==> src/rtl/qs_pkg.sv <==
// qs_pkg: shared types and the signed compare used by the quicksort engine.
// No dependencies; imported by the top level.
`default_nettype none

package qs_pkg;

   // one stored element, two's complement
   typedef logic signed [31:0] value_type;

   // ascending order test used by the partition scan
   function automatic logic less_signed(input value_type a, input value_type b);
      return a < b;
   endfunction

endpackage : qs_pkg

`default_nettype wire

==> src/rtl/quicksort_engine.sv <==
// quicksort_engine: batch sorter for signed 32-bit values.
// Depends on qs_pkg and qs_ram (element store and range stack).
//
// Values are loaded one item per cycle while busy is low; an item with
// req_last set closes the batch, and busy rises. Items past DEPTH are
// dropped and rsp_overflow is set on every result of that batch. The batch
// is then sorted in place by quicksort (last element as pivot) with an
// explicit range stack, one store access per cycle through a single
// compare unit: each partition pops a range, reads its pivot, scans the
// rest, moves smaller ones down, places the pivot and queues the sides.
// The sorted values then leave one per cycle on rsp_strobe, the final one
// flagged by rsp_final_res. The receiver cannot stall: every strobed
// result must be taken in its cycle. Already sorted input is the slow case.
`default_nettype none

module quicksort_engine #(
   parameter int DEPTH = 16
) (
   input  wire logic              clock,
   input  wire logic              reset,
   input  wire logic              start,
   output logic                   busy,
   input  wire qs_pkg::value_type req_value,
   input  wire logic              req_last,
   output logic                   rsp_strobe,
   output qs_pkg::value_type      rsp_sorted_value,
   output logic                   rsp_final_res,
   output logic                   rsp_overflow
);

   import qs_pkg::*;

   localparam int IW  = $clog2(DEPTH);       // element index
   localparam int CW  = $clog2(DEPTH + 1);   // element count
   localparam int SD  = DEPTH;               // range stack entries
   localparam int SPW = $clog2(SD + 1);      // stack pointer
   localparam int SAW = $clog2(SD);          // stack address

   localparam logic [3:0] S_IDLE  = 4'd0;
   localparam logic [3:0] S_INIT  = 4'd1;
   localparam logic [3:0] S_POP   = 4'd2;
   localparam logic [3:0] S_POPW  = 4'd3;
   localparam logic [3:0] S_PIV   = 4'd4;
   localparam logic [3:0] S_ISSUE = 4'd5;
   localparam logic [3:0] S_SCAN  = 4'd6;
   localparam logic [3:0] S_SWAP1 = 4'd7;
   localparam logic [3:0] S_SWAP2 = 4'd8;
   localparam logic [3:0] S_FIN1  = 4'd9;
   localparam logic [3:0] S_FIN2  = 4'd10;
   localparam logic [3:0] S_PUSH1 = 4'd11;
   localparam logic [3:0] S_PUSH2 = 4'd12;
   localparam logic [3:0] S_EMIT  = 4'd13;

   logic [3:0]     state_ff, state_in;
   logic [CW-1:0]  count_ff, count_in;
   logic           ovf_ff, ovf_in;
   logic [SPW-1:0] sp_ff, sp_in;
   logic [IW-1:0]  lo_ff, lo_in;
   logic [IW-1:0]  hi_ff, hi_in;
   logic [IW-1:0]  j_ff, j_in;
   logic [IW-1:0]  place_ff, place_in;
   logic [CW-1:0]  k_ff, k_in;
   value_type      pivot_ff, pivot_in;
   value_type      hold_ff, hold_in;
   logic [2*IW:0]  push_a_ff, push_a_in;   // {valid, lo, hi}
   logic [2*IW:0]  push_b_ff, push_b_in;
   logic           strobe_ff, strobe_in;
   logic           final_ff, final_in;
   logic           rsp_ovf_ff, rsp_ovf_in;

   // element store port
   logic           st_we, st_re;
   logic [IW-1:0]  st_waddr, st_raddr;
   value_type      st_wdata, st_rdata;

   // range stack port
   logic            sk_we, sk_re;
   logic [SAW-1:0]  sk_waddr, sk_raddr;
   logic [2*IW-1:0] sk_wdata, sk_rdata;

   // partition outcome
   logic          left_ok, right_ok, left_big;
   logic [2*IW:0] left_rng, right_rng;

   qs_ram #(.WIDTH(32), .DEPTH(DEPTH)) u_store (
      .clock   (clock),
      .wr_en   (st_we),
      .wr_addr (st_waddr),
      .wr_data (st_wdata),
      .rd_en   (st_re),
      .rd_addr (st_raddr),
      .rd_data (st_rdata)
   );

   qs_ram #(.WIDTH(2 * IW), .DEPTH(SD)) u_stack (
      .clock   (clock),
      .wr_en   (sk_we),
      .wr_addr (sk_waddr),
      .wr_data (sk_wdata),
      .rd_en   (sk_re),
      .rd_addr (sk_raddr),
      .rd_data (sk_rdata)
   );

   // split the finished range around the pivot position
   always_comb begin
      left_ok   = {1'b0, place_ff} > ({1'b0, lo_ff} + 1'b1);
      right_ok  = ({1'b0, place_ff} + 1'b1) < {1'b0, hi_ff};
      left_big  = (place_ff - lo_ff) > (hi_ff - place_ff);
      left_rng  = {left_ok, lo_ff, place_ff - 1'b1};
      right_rng = {right_ok, place_ff + 1'b1, hi_ff};
   end

   // sequencer
   always_comb begin
      state_in   = state_ff;
      count_in   = count_ff;
      ovf_in     = ovf_ff;
      sp_in      = sp_ff;
      lo_in      = lo_ff;
      hi_in      = hi_ff;
      j_in       = j_ff;
      place_in   = place_ff;
      k_in       = k_ff;
      pivot_in   = pivot_ff;
      hold_in    = hold_ff;
      push_a_in  = push_a_ff;
      push_b_in  = push_b_ff;
      strobe_in  = 1'b0;
      final_in   = final_ff;
      rsp_ovf_in = rsp_ovf_ff;

      st_we    = 1'b0;
      st_waddr = place_ff;
      st_wdata = hold_ff;
      st_re    = 1'b0;
      st_raddr = j_ff;
      sk_we    = 1'b0;
      sk_waddr = sp_ff[SAW-1:0];
      sk_wdata = push_a_ff[2*IW-1:0];
      sk_re    = 1'b0;
      sk_raddr = sp_ff[SAW-1:0] - 1'b1;

      unique case (state_ff)
         S_IDLE: begin
            // load one item, drop it when the store is full
            if (start) begin
               if (count_ff < CW'(DEPTH)) begin
                  st_we    = 1'b1;
                  st_waddr = count_ff[IW-1:0];
                  st_wdata = req_value;
                  count_in = count_ff + 1'b1;
               end else begin
                  ovf_in = 1'b1;
               end
               if (req_last) begin
                  state_in = S_INIT;
               end
            end
         end
         S_INIT: begin
            // push the whole batch as the first range; a batch under two goes to emission
            k_in  = '0;
            sp_in = '0;
            if (count_ff < CW'(2)) begin
               state_in = S_EMIT;
            end else begin
               sk_we    = 1'b1;
               sk_waddr = '0;
               sk_wdata = {IW'(0), IW'(count_ff - 1'b1)};
               sp_in    = SPW'(1);
               state_in = S_POP;
            end
         end
         S_POP: begin
            if (sp_ff == '0) begin
               k_in     = '0;
               state_in = S_EMIT;
            end else begin
               sk_re    = 1'b1;
               sp_in    = sp_ff - 1'b1;
               state_in = S_POPW;
            end
         end
         S_POPW: begin
            // open the range and fetch its pivot
            lo_in    = sk_rdata[2*IW-1:IW];
            hi_in    = sk_rdata[IW-1:0];
            j_in     = sk_rdata[2*IW-1:IW];
            place_in = sk_rdata[2*IW-1:IW];
            st_re    = 1'b1;
            st_raddr = sk_rdata[IW-1:0];
            state_in = S_PIV;
         end
         S_PIV: begin
            pivot_in = st_rdata;
            state_in = S_ISSUE;
         end
         S_ISSUE: begin
            // fetch the next scanned element, or the pivot's new home
            st_re = 1'b1;
            if (j_ff == hi_ff) begin
               st_raddr = place_ff;
               state_in = S_FIN1;
            end else begin
               st_raddr = j_ff;
               state_in = S_SCAN;
            end
         end
         S_SCAN: begin
            if (less_signed(st_rdata, pivot_ff)) begin
               hold_in  = st_rdata;
               st_re    = 1'b1;
               st_raddr = place_ff;
               state_in = S_SWAP1;
            end else begin
               j_in     = j_ff + 1'b1;
               state_in = S_ISSUE;
            end
         end
         S_SWAP1: begin
            // move the small element down, keep the displaced one
            st_we    = 1'b1;
            st_waddr = place_ff;
            st_wdata = hold_ff;
            hold_in  = st_rdata;
            state_in = S_SWAP2;
         end
         S_SWAP2: begin
            st_we    = 1'b1;
            st_waddr = j_ff;
            st_wdata = hold_ff;
            place_in = place_ff + 1'b1;
            j_in     = j_ff + 1'b1;
            state_in = S_ISSUE;
         end
         S_FIN1: begin
            st_we    = 1'b1;
            st_waddr = hi_ff;
            st_wdata = st_rdata;
            state_in = S_FIN2;
         end
         S_FIN2: begin
            // drop the pivot in place, queue the two sides larger first
            st_we    = 1'b1;
            st_waddr = place_ff;
            st_wdata = pivot_ff;
            if (left_big) begin
               push_a_in = left_rng;
               push_b_in = right_rng;
            end else begin
               push_a_in = right_rng;
               push_b_in = left_rng;
            end
            state_in = S_PUSH1;
         end
         S_PUSH1: begin
            if (push_a_ff[2*IW] && sp_ff < SPW'(SD)) begin
               sk_we    = 1'b1;
               sk_wdata = push_a_ff[2*IW-1:0];
               sp_in    = sp_ff + 1'b1;
            end
            state_in = S_PUSH2;
         end
         S_PUSH2: begin
            if (push_b_ff[2*IW] && sp_ff < SPW'(SD)) begin
               sk_we    = 1'b1;
               sk_wdata = push_b_ff[2*IW-1:0];
               sp_in    = sp_ff + 1'b1;
            end
            state_in = S_POP;
         end
         S_EMIT: begin
            // read one sorted element a cycle, close the batch on the last
            st_re      = 1'b1;
            st_raddr   = k_ff[IW-1:0];
            strobe_in  = 1'b1;
            final_in   = (k_ff + 1'b1) == count_ff;
            rsp_ovf_in = ovf_ff;
            k_in       = k_ff + 1'b1;
            if ((k_ff + 1'b1) == count_ff) begin
               count_in = '0;
               ovf_in   = 1'b0;
               sp_in    = '0;
               state_in = S_IDLE;
            end
         end
         default: begin
            state_in = S_IDLE;
         end
      endcase
   end

   // control state
   always_ff @(posedge clock) begin
      if (reset) begin
         state_ff  <= S_IDLE;
         count_ff  <= '0;
         ovf_ff    <= 1'b0;
         sp_ff     <= '0;
         strobe_ff <= 1'b0;
      end else begin
         state_ff  <= state_in;
         count_ff  <= count_in;
         ovf_ff    <= ovf_in;
         sp_ff     <= sp_in;
         strobe_ff <= strobe_in;
      end
   end

   // working registers
   always_ff @(posedge clock) begin
      lo_ff      <= lo_in;
      hi_ff      <= hi_in;
      j_ff       <= j_in;
      place_ff   <= place_in;
      k_ff       <= k_in;
      pivot_ff   <= pivot_in;
      hold_ff    <= hold_in;
      push_a_ff  <= push_a_in;
      push_b_ff  <= push_b_in;
      final_ff   <= final_in;
      rsp_ovf_ff <= rsp_ovf_in;
   end

   assign busy             = state_ff != S_IDLE;
   assign rsp_strobe       = strobe_ff;
   assign rsp_sorted_value = st_rdata;
   assign rsp_final_res    = final_ff;
   assign rsp_overflow     = rsp_ovf_ff;

endmodule : quicksort_engine

`default_nettype wire

==> src/rtl/qs_ram.sv <==
// qs_ram: generic single-write, single-read memory with registered read data.
// No dependencies; used for the element store and the range stack.
`default_nettype none

module qs_ram #(
   parameter int WIDTH = 32,
   parameter int DEPTH = 16
) (
   input  wire logic                     clock,
   input  wire logic                     wr_en,
   input  wire logic [$clog2(DEPTH)-1:0] wr_addr,
   input  wire logic [WIDTH-1:0]         wr_data,
   input  wire logic                     rd_en,
   input  wire logic [$clog2(DEPTH)-1:0] rd_addr,
   output logic      [WIDTH-1:0]         rd_data
);

   logic [WIDTH-1:0] mem_ff [DEPTH];

   // write port
   always_ff @(posedge clock) begin
      if (wr_en) begin
         mem_ff[wr_addr] <= wr_data;
      end
   end

   // registered read port, holds when not enabled
   always_ff @(posedge clock) begin
      if (rd_en) begin
         rd_data <= mem_ff[rd_addr];
      end
   end

endmodule : qs_ram

`default_nettype wire
==> config.mk <==
export PLATFORM = sky130hd
export DESIGN_NAME = quicksort_engine
export DESIGN_NICKNAME = d
export VERILOG_FILES = /design/src/rtl/qs_pkg.sv /design/src/rtl/quicksort_engine.sv /design/src/rtl/qs_ram.sv
export SDC_FILE = /design/constraint.sdc
export NUM_CORES = 1
export LEC_CHECK = 0
export BUFFER_PORTS_ARGS = -buffer_cell sky130_fd_sc_hd__buf_2
export CAP_MARGIN = 25
export CORE_UTILIZATION = 55
export DETAILED_ROUTE_END_ITERATION = 8
export GPL_TIMING_DRIVEN = 1
export PLACE_DENSITY = 0.74
export RECOVER_POWER = 50
export SYNTH_ARGS = -nofsm -noshare
export SYNTH_HDL_FRONTEND = slang
export SYNTH_SLANG_ARGS = --single-unit
==> constraint.sdc <==
create_clock -name clock -period 4.25 [get_ports clock]
set_clock_uncertainty 0.15 [all_clocks]
set_input_delay 1.0625 -clock clock [delete_from_list [all_inputs] [get_ports clock]]
set_output_delay 1.0625 -clock clock [all_outputs]
set_load 0.05 [all_outputs]
### Yosys cells after proc, flatten, opt, wreduce, memory -nomap -nowiden

Memories as Yosys holds them, arrays and structs flattened. A register that Yosys moved wholly into a read port is not among the register bits.
Index checks and enable logic that the tools add are counted.

| operators by class | value |
|---|---|
| add/subtract/negate cells | 13 |
| $lt $le $gt $ge | 7 |
| eq/ne operators | 26 |
| mux-type cells | 60 |
| reduce and logical (&&, ||, !) cells | 21 |

Operator list:

| operator | number |
|---|---|
| two-way mux 32 bit | 3 |
| case mux 32 bit (3 select lines) | 1 |
| case mux 32 bit (2 select lines) | 1 |
| two-way mux 4 bit | 13 |
| case mux 4 bit (13 select lines) | 1 |
| two-way mux 5 bit | 7 |
| less-than comparator 32 bit | 1 |
| case mux 5 bit (5 select lines) | 1 |
| equality test 4 bit (second input constant) | 6 |
| case mux 4 bit (3 select lines) | 2 |
| != test 2 bit (second input constant) | 11 |
| two-way mux 9 bit | 2 |
| two-way mux 1 bit | 17 |
| equality test 4 x 3 -> 1 bit (second input constant) | 4 |
| two-way mux 8 bit | 2 |
| case mux 4 bit (4 select lines) | 1 |
| case mux 8 bit (2 select lines) | 1 |
| adder 5 x 1 -> 5 bit (second input constant) | 3 |
| case mux 5 bit (3 select lines) | 1 |
| subtractor 4 x 1 -> 4 bit (second input constant) | 3 |
| adder 4 x 1 -> 5 bit (second input constant) | 2 |
| less-than comparator 5 bit (second input constant) | 2 |
| case mux 5 bit (2 select lines) | 1 |
| adder 4 x 1 -> 4 bit (second input constant) | 2 |
| other kinds (28) | 39 |

| storage, ports and cells | value |
|---|---|
| register bits after elaboration | 121 |
| RAM bits | 640 |
| bits of input ports | 36 |
| output and inout port bits | 36 |
| memories | 2 |

Memories:

| name | words | width | read ports | clocked after Yosys merged registers in | write ports | line | text |
|---|---|---|---|---|---|---|---|
| u_store.mem_ff | 16 | 32 | 1 | 1 | 1 | qs_ram.sv:18 | `logic [WIDTH-1:0] mem_ff [DEPTH];` |
| u_stack.mem_ff | 16 | 8 | 1 | 1 | 1 | qs_ram.sv:18 |  |

### Depth between registers and ports, before layout

| logic depth | value |
|---|---|
| word-level depth | 6 |
| mapped depth | 14 |
| mapped depth without buffers | 13 |

### Cells and area by module

From an unflattened synthesis, not the netlist that was laid out.

| unflattened totals | value |
|---|---|
| cell total of the unflattened synthesis | 1,798 |
| area, all modules | 32,887.8 um^2 |

By module, submodules not included:

| module | times used | cells each | area an instance (um^2) |
|---|---|---|---|
| qs_ram at u_store | 1 | 838 | 20,155.6 |
| quicksort_engine | 1 | 731 | 7,504.7 |
| qs_ram at u_stack | 1 | 229 | 5,227.5 |

### Worst setup path after synthesis

Ideal clock, no wire load.

| timing path | value |
|---|---|
| path kind | reg2reg |
| start | register state_ff[1] |
| end | memory u_store.mem_ff[3][0], enable pin |
| arrival | 4,061 ps |
| required time | 3,679 ps |
| slack | -382 ps |
| cell stages (with the launch flop) | 10 |
| clock period less this slack | 4,632 ps |
| cells stage by stage | dfxtp_1 > clkbuf_1 > nor4_1 > inv_1 > nor2_1 > clkbuf_1 > o21ai_0 > a221o_1 > or2_2 > nor2_1 |

| between the ends | value |
|---|---|
| cells in the longest elaborated chain, start to end | 5 |
| elaborated cells between the ends (all ways) | 10 |
| classes of those cells | eq/ne: 4; mux: 4; reduce/logical: 2 |

RTL lines:

| what | line | text |
|---|---|---|
| start, declared | quicksort_engine.sv:54 | `logic [3:0] state_ff, state_in;` |
| start signal, assigned | quicksort_engine.sv:303 | `state_ff <= state_in;` |
| equality test 4 bit / equality test 4 x 3 -> 1 bit (equally long branches) | quicksort_engine.sv:144 | `unique case (state_ff)` |
| OR reduction 4 bit (no source line) | n/a |  |
| case mux 1 bit (2 select lines) | quicksort_engine.sv:144 |  |
| two-way mux 1 bit | qs_ram.sv:22 | `if (wr_en) begin` |
| two-way mux 1 bit (not written as such) | qs_ram.sv:23 | `mem_ff[wr_addr] <= wr_data;` |
| end, declared | qs_ram.sv:18 |  |

Several ways; a longest one is shown, not always the timed one.

### Worst setup path in the final report

| timing path | value |
|---|---|
| start | register u_store.rd_data[15] (read register of u_store.mem_ff) |
| end | register u_store.rd_data[1] (read register of u_store.mem_ff) (data pin) |

| between the ends | value |
|---|---|
| cells in the longest elaborated chain, start to end | 3 |
| elaborated cells between the ends (all ways) | 5 |
| classes of those cells | order compare: 1; mux: 4 |

RTL lines:

| what | line | text |
|---|---|---|
| start, declared | qs_ram.sv:15 | `output logic [WIDTH-1:0] rd_data` |
| less-than comparator 32 bit * | qs_pkg.sv:12 | `return a < b;` |
| two-way mux 4 bit / two-way mux 1 bit (equally long branches) | quicksort_engine.sv:211 | `if (less_signed(st_rdata, pivot_ff)) begin` |
| case mux 4 bit (4 select lines) / case mux 1 bit (2 select lines) (equally long branches) | quicksort_engine.sv:144 |  |

Every way passes the cells marked *; elsewhere a longest branch is shown, timed or not.
A chain may end at the register's enable or synchronous reset.

==> results.json <==
{
  "power_density_nw_per_um2": 674,
  "number_of_flip_flops_and_latches_in_the_synthesized_netlist": 801,
  "crit_path_top_delay_cell": "or4_1",
  "initial_utilization": 0.556,
  "ys_types": 58,
  "routed_wl_um": 83000,
  "grt_antenna_before_repair": 0,
  "final.setup.tns_ns": -4.91,
  "synth_top_flop_cell": "edfxtp_1",
  "total_number_of_clock_tree_sinks": 801,
  "total_power_w": 0.0264,
  "total_die_area_um2": 60600,
  "num_vias": 19500,
  "clock_latency_ns": 0.64,
  "synth_warnings": 0,
  "clk_path_buf_depth": 3,
  "type_of_the_worst_setup_path": "flip-flop to flip-flop",
  "min_period_over_period": 1.07,
  "detailedRoute.firstPassIterationCount": 9,
  "syn2layout_area_growth_pct": 19.6,
  "detailed_place_hpwl_um": 48100,
  "delay_heaviest_family_cp": "compound AO/OA/AOI/OAI gates",
  "grt_pass1_vias": 19200,
  "finalWorstPathRequiredPeriod_ns": 4.53,
  "globalplace.congestion": 0.904,
  "maxClockFrequency_mhz": 221,
  "fraction_of_synthesis_flops_using_an_asynchronous_set_or_reset_pin": 0,
  "timing.critical_path.required_ns": 4.47,
  "antenna_diodes": 0,
  "busiest_layer": "met2",
  "nets_final": 2333,
  "max_stage_delay_ns": 0.54,
  "timing_worst_slew_pin_value_ns": 1.04,
  "leading_area_contributor_after_synthesis": "edfxtp_1",
  "drtIter0Drc": 2545,
  "worstPathMaxFanout": 7,
  "final_hold_viol_count": 0,
  "die_w_um": 246,
  "gr-usage-met1": 0.388,
  "combined_area_of_all_synthesized_cells_um2": 32800,
  "post_synth_inst_count": 1974,
  "p_leak_nw": 14.0,
  "timing.slew.headroom": 0.305,
  "tritoncts": "built",
  "grtUsageMet3": 0.0500,
  "cts_inserted_buffers": 81,
  "power.ir.vdd_worst_uv": 440,
  "drt-wirelength-per-cell_um": 27.0,
  "postSynthAreaPerCell_um2": 16.6,
  "clock-root-buffer": "clkbuf_16",
  "path_clk_slew_ns": 0.06,
  "arrival_ns": 4.75,
  "crit_chain": "ha_4 -> nand4_1 -> nor3_4 -> buf_12 -> o311ai_4 -> a31oi_1 -> buf_4 -> o22ai_4 -> a32o_2 -> a221oi_4 -> buf_12 -> buf_16 -> buf_4 -> buf_6 -> buf_8 -> mux2i_1 -> o22ai_1 -> or4_1",
  "endpoint_kind": "flip-flop",
  "timing.critical_path.buf_inv": 7,
  "detail-route-antenna-nets": 0,
  "hold_path_class": "flip-flop to flip-flop",
  "layout-drive-gt1-share": 0.209,
  "max_cap_viol_count": 0,
  "rsz0062_at_grt": "true",
  "rows": 89,
  "finalSetupViolations": 32,
  "dieHeight_um": 246,
  "violated_checks": "setup timing",
  "synthTopCellsByArea": "edfxtp_1, mux2i_1, mux4_2",
  "netlist_top_cells_count": "edfxtp_1, mux2i_1, o22ai_1, nand2_1, nor2_1",
  "global_route.usage.total": 0.273,
  "top_level_ports": 72,
  "overflow": 0,
  "fin_util": 0.666,
  "finalHoldWorstSlack_ns": 0.296,
  "synth-seq-area-share": 0.729,
  "synth_fp_nets": 2074,
  "yosysMostFrequentCell": "edfxtp_1",
  "pin_count_of_the_biggest_net_entering_global_routing": 42,
  "status": "complete, but fails checks",
  "grt_pass1_wl_um": 120000,
  "maxSlewViolCount": 0,
  "synth_enable_flop_cells": 785,
  "postCtsHoldBufs": 0,
  "cts_max_level": 3,
  "final_worst_setup_slack_ns": -0.281,
  "yosysTopAreaCellShare": 0.719,
  "remaining_drc_errors": 0,
  "critPathLaunchType": "flip-flop",
  "met2_usage": 0.425,
  "avgViaCountPerCell": 6.36,
  "core_region_area_um2": 58900,
  "buffer_ports.inserted": 71
}
[cells in the final DEF (no fill, tap or decap), drive strengths merged, types with 4 or more instances in the layout]
master and count:
a21o 6, a21oi 39, a221o 8, a221oi 4, a222oi 32, a22o 8, a31oi 7, buf 242
bufinv 8, clkbuf 134, clkinv 31, dfxtp 16, edfxtp 785, ha 61, inv 64, mux2i 263
mux4 40, nand2 121, nand2b 13, nand3 20, nand3b 7, nand4 8, nor2 77, nor2b 7
nor3 13, o21ai 34, o22ai 132, or3 7, or4 34, xnor2 20, xor2 15
[flip-flops by register name, summed over array words and instances (netlist names), 4 cells and up]
register         flops
pivot_ff            32
u_stack.rd_data      8
j_ff                 4
u_store.mem_ff     512
state_ff             4
place_ff             4
hold_ff             32
count_ff             5
u_store.rd_data     32
hi_ff                4
sp_ff                5
lo_ff                4
k_ff                 5
u_stack.mem_ff     128
push_a_ff            9
push_b_ff            9
[through the flow]
stage                     std cells  worst slack (ns)  cell area [um^2]
final                          3071            -0.281             39200
after global routing           3071            -0.391             39200
after CTS                      3050           -0.0922             38900
after detailed placement       2876            -0.687             35700
after global placement         2875            -0.622             35700
after floorplan                1974            -0.382             32800
[power by group]
part	switching (W)	internal [W]
Combinational	0.00507	0.00317
Clock	0.00301	0.00407
Sequential	0.000435	0.0107
Total	0.00851	0.0179
[cells by family (layout without fill, tap and decap cells)]
kind of cell	count (synthesis)	count (layout)	share of synthesized area
flip-flops	801	801	0.729
AND/OR/NAND/NOR	316	316	0.0458
multiplexers	306	306	0.109
AO/OA/AOI/OAI	293	293	0.0618
buffers and inverters	159	483	0.0201
adder cells (fa/ha/maj)	64	64	0.0251
XOR/XNOR	35	35	0.00935
[layer usage]
layer  vias to the layer above  part of all wire  wire (um)
li1                       8373                 -          -
met1                      9870              0.40      33100
met2                      1097              0.47      39200
met3                       178             0.099       8220
met4                         0             0.031       2560
met5                         -                 0          0
[timing repair]
item	4_1_cts	5_1_grt
gates cloned	4	4
buffers inserted	23	19
pin swaps	20	17
resized for setup	54	41
endpoints found under the setup margin	32	32
[area by class of cell]
type / count / area (um^2)
Multi-Input combinational cell: 1014 / 8700
Clock inverter: 45 / 504
Sequential cell: 801 / 23900
Timing Repair Buffer: 274 / 2790
Inverter: 61 / 229
Tap cell: 773 / 967
Fill cell: 3738 / 19700
Clock buffer: 103 / 2130
[final timing paths]
kind | startpoint | to | cells after the start | slack [ns]
worst min register to register | ovf_ff | rsp_overflow | 0 | 0.30
worst max register to register | u_store.rd_data[15] | u_store.rd_data[1] | 18 | -0.28
worst min-delay path | ovf_ff | rsp_overflow | 0 | 0.30
worst max-delay path | u_store.rd_data[15] | u_store.rd_data[1] | 18 | -0.28
No activity file was read; power rests on OpenSTA's default activity.
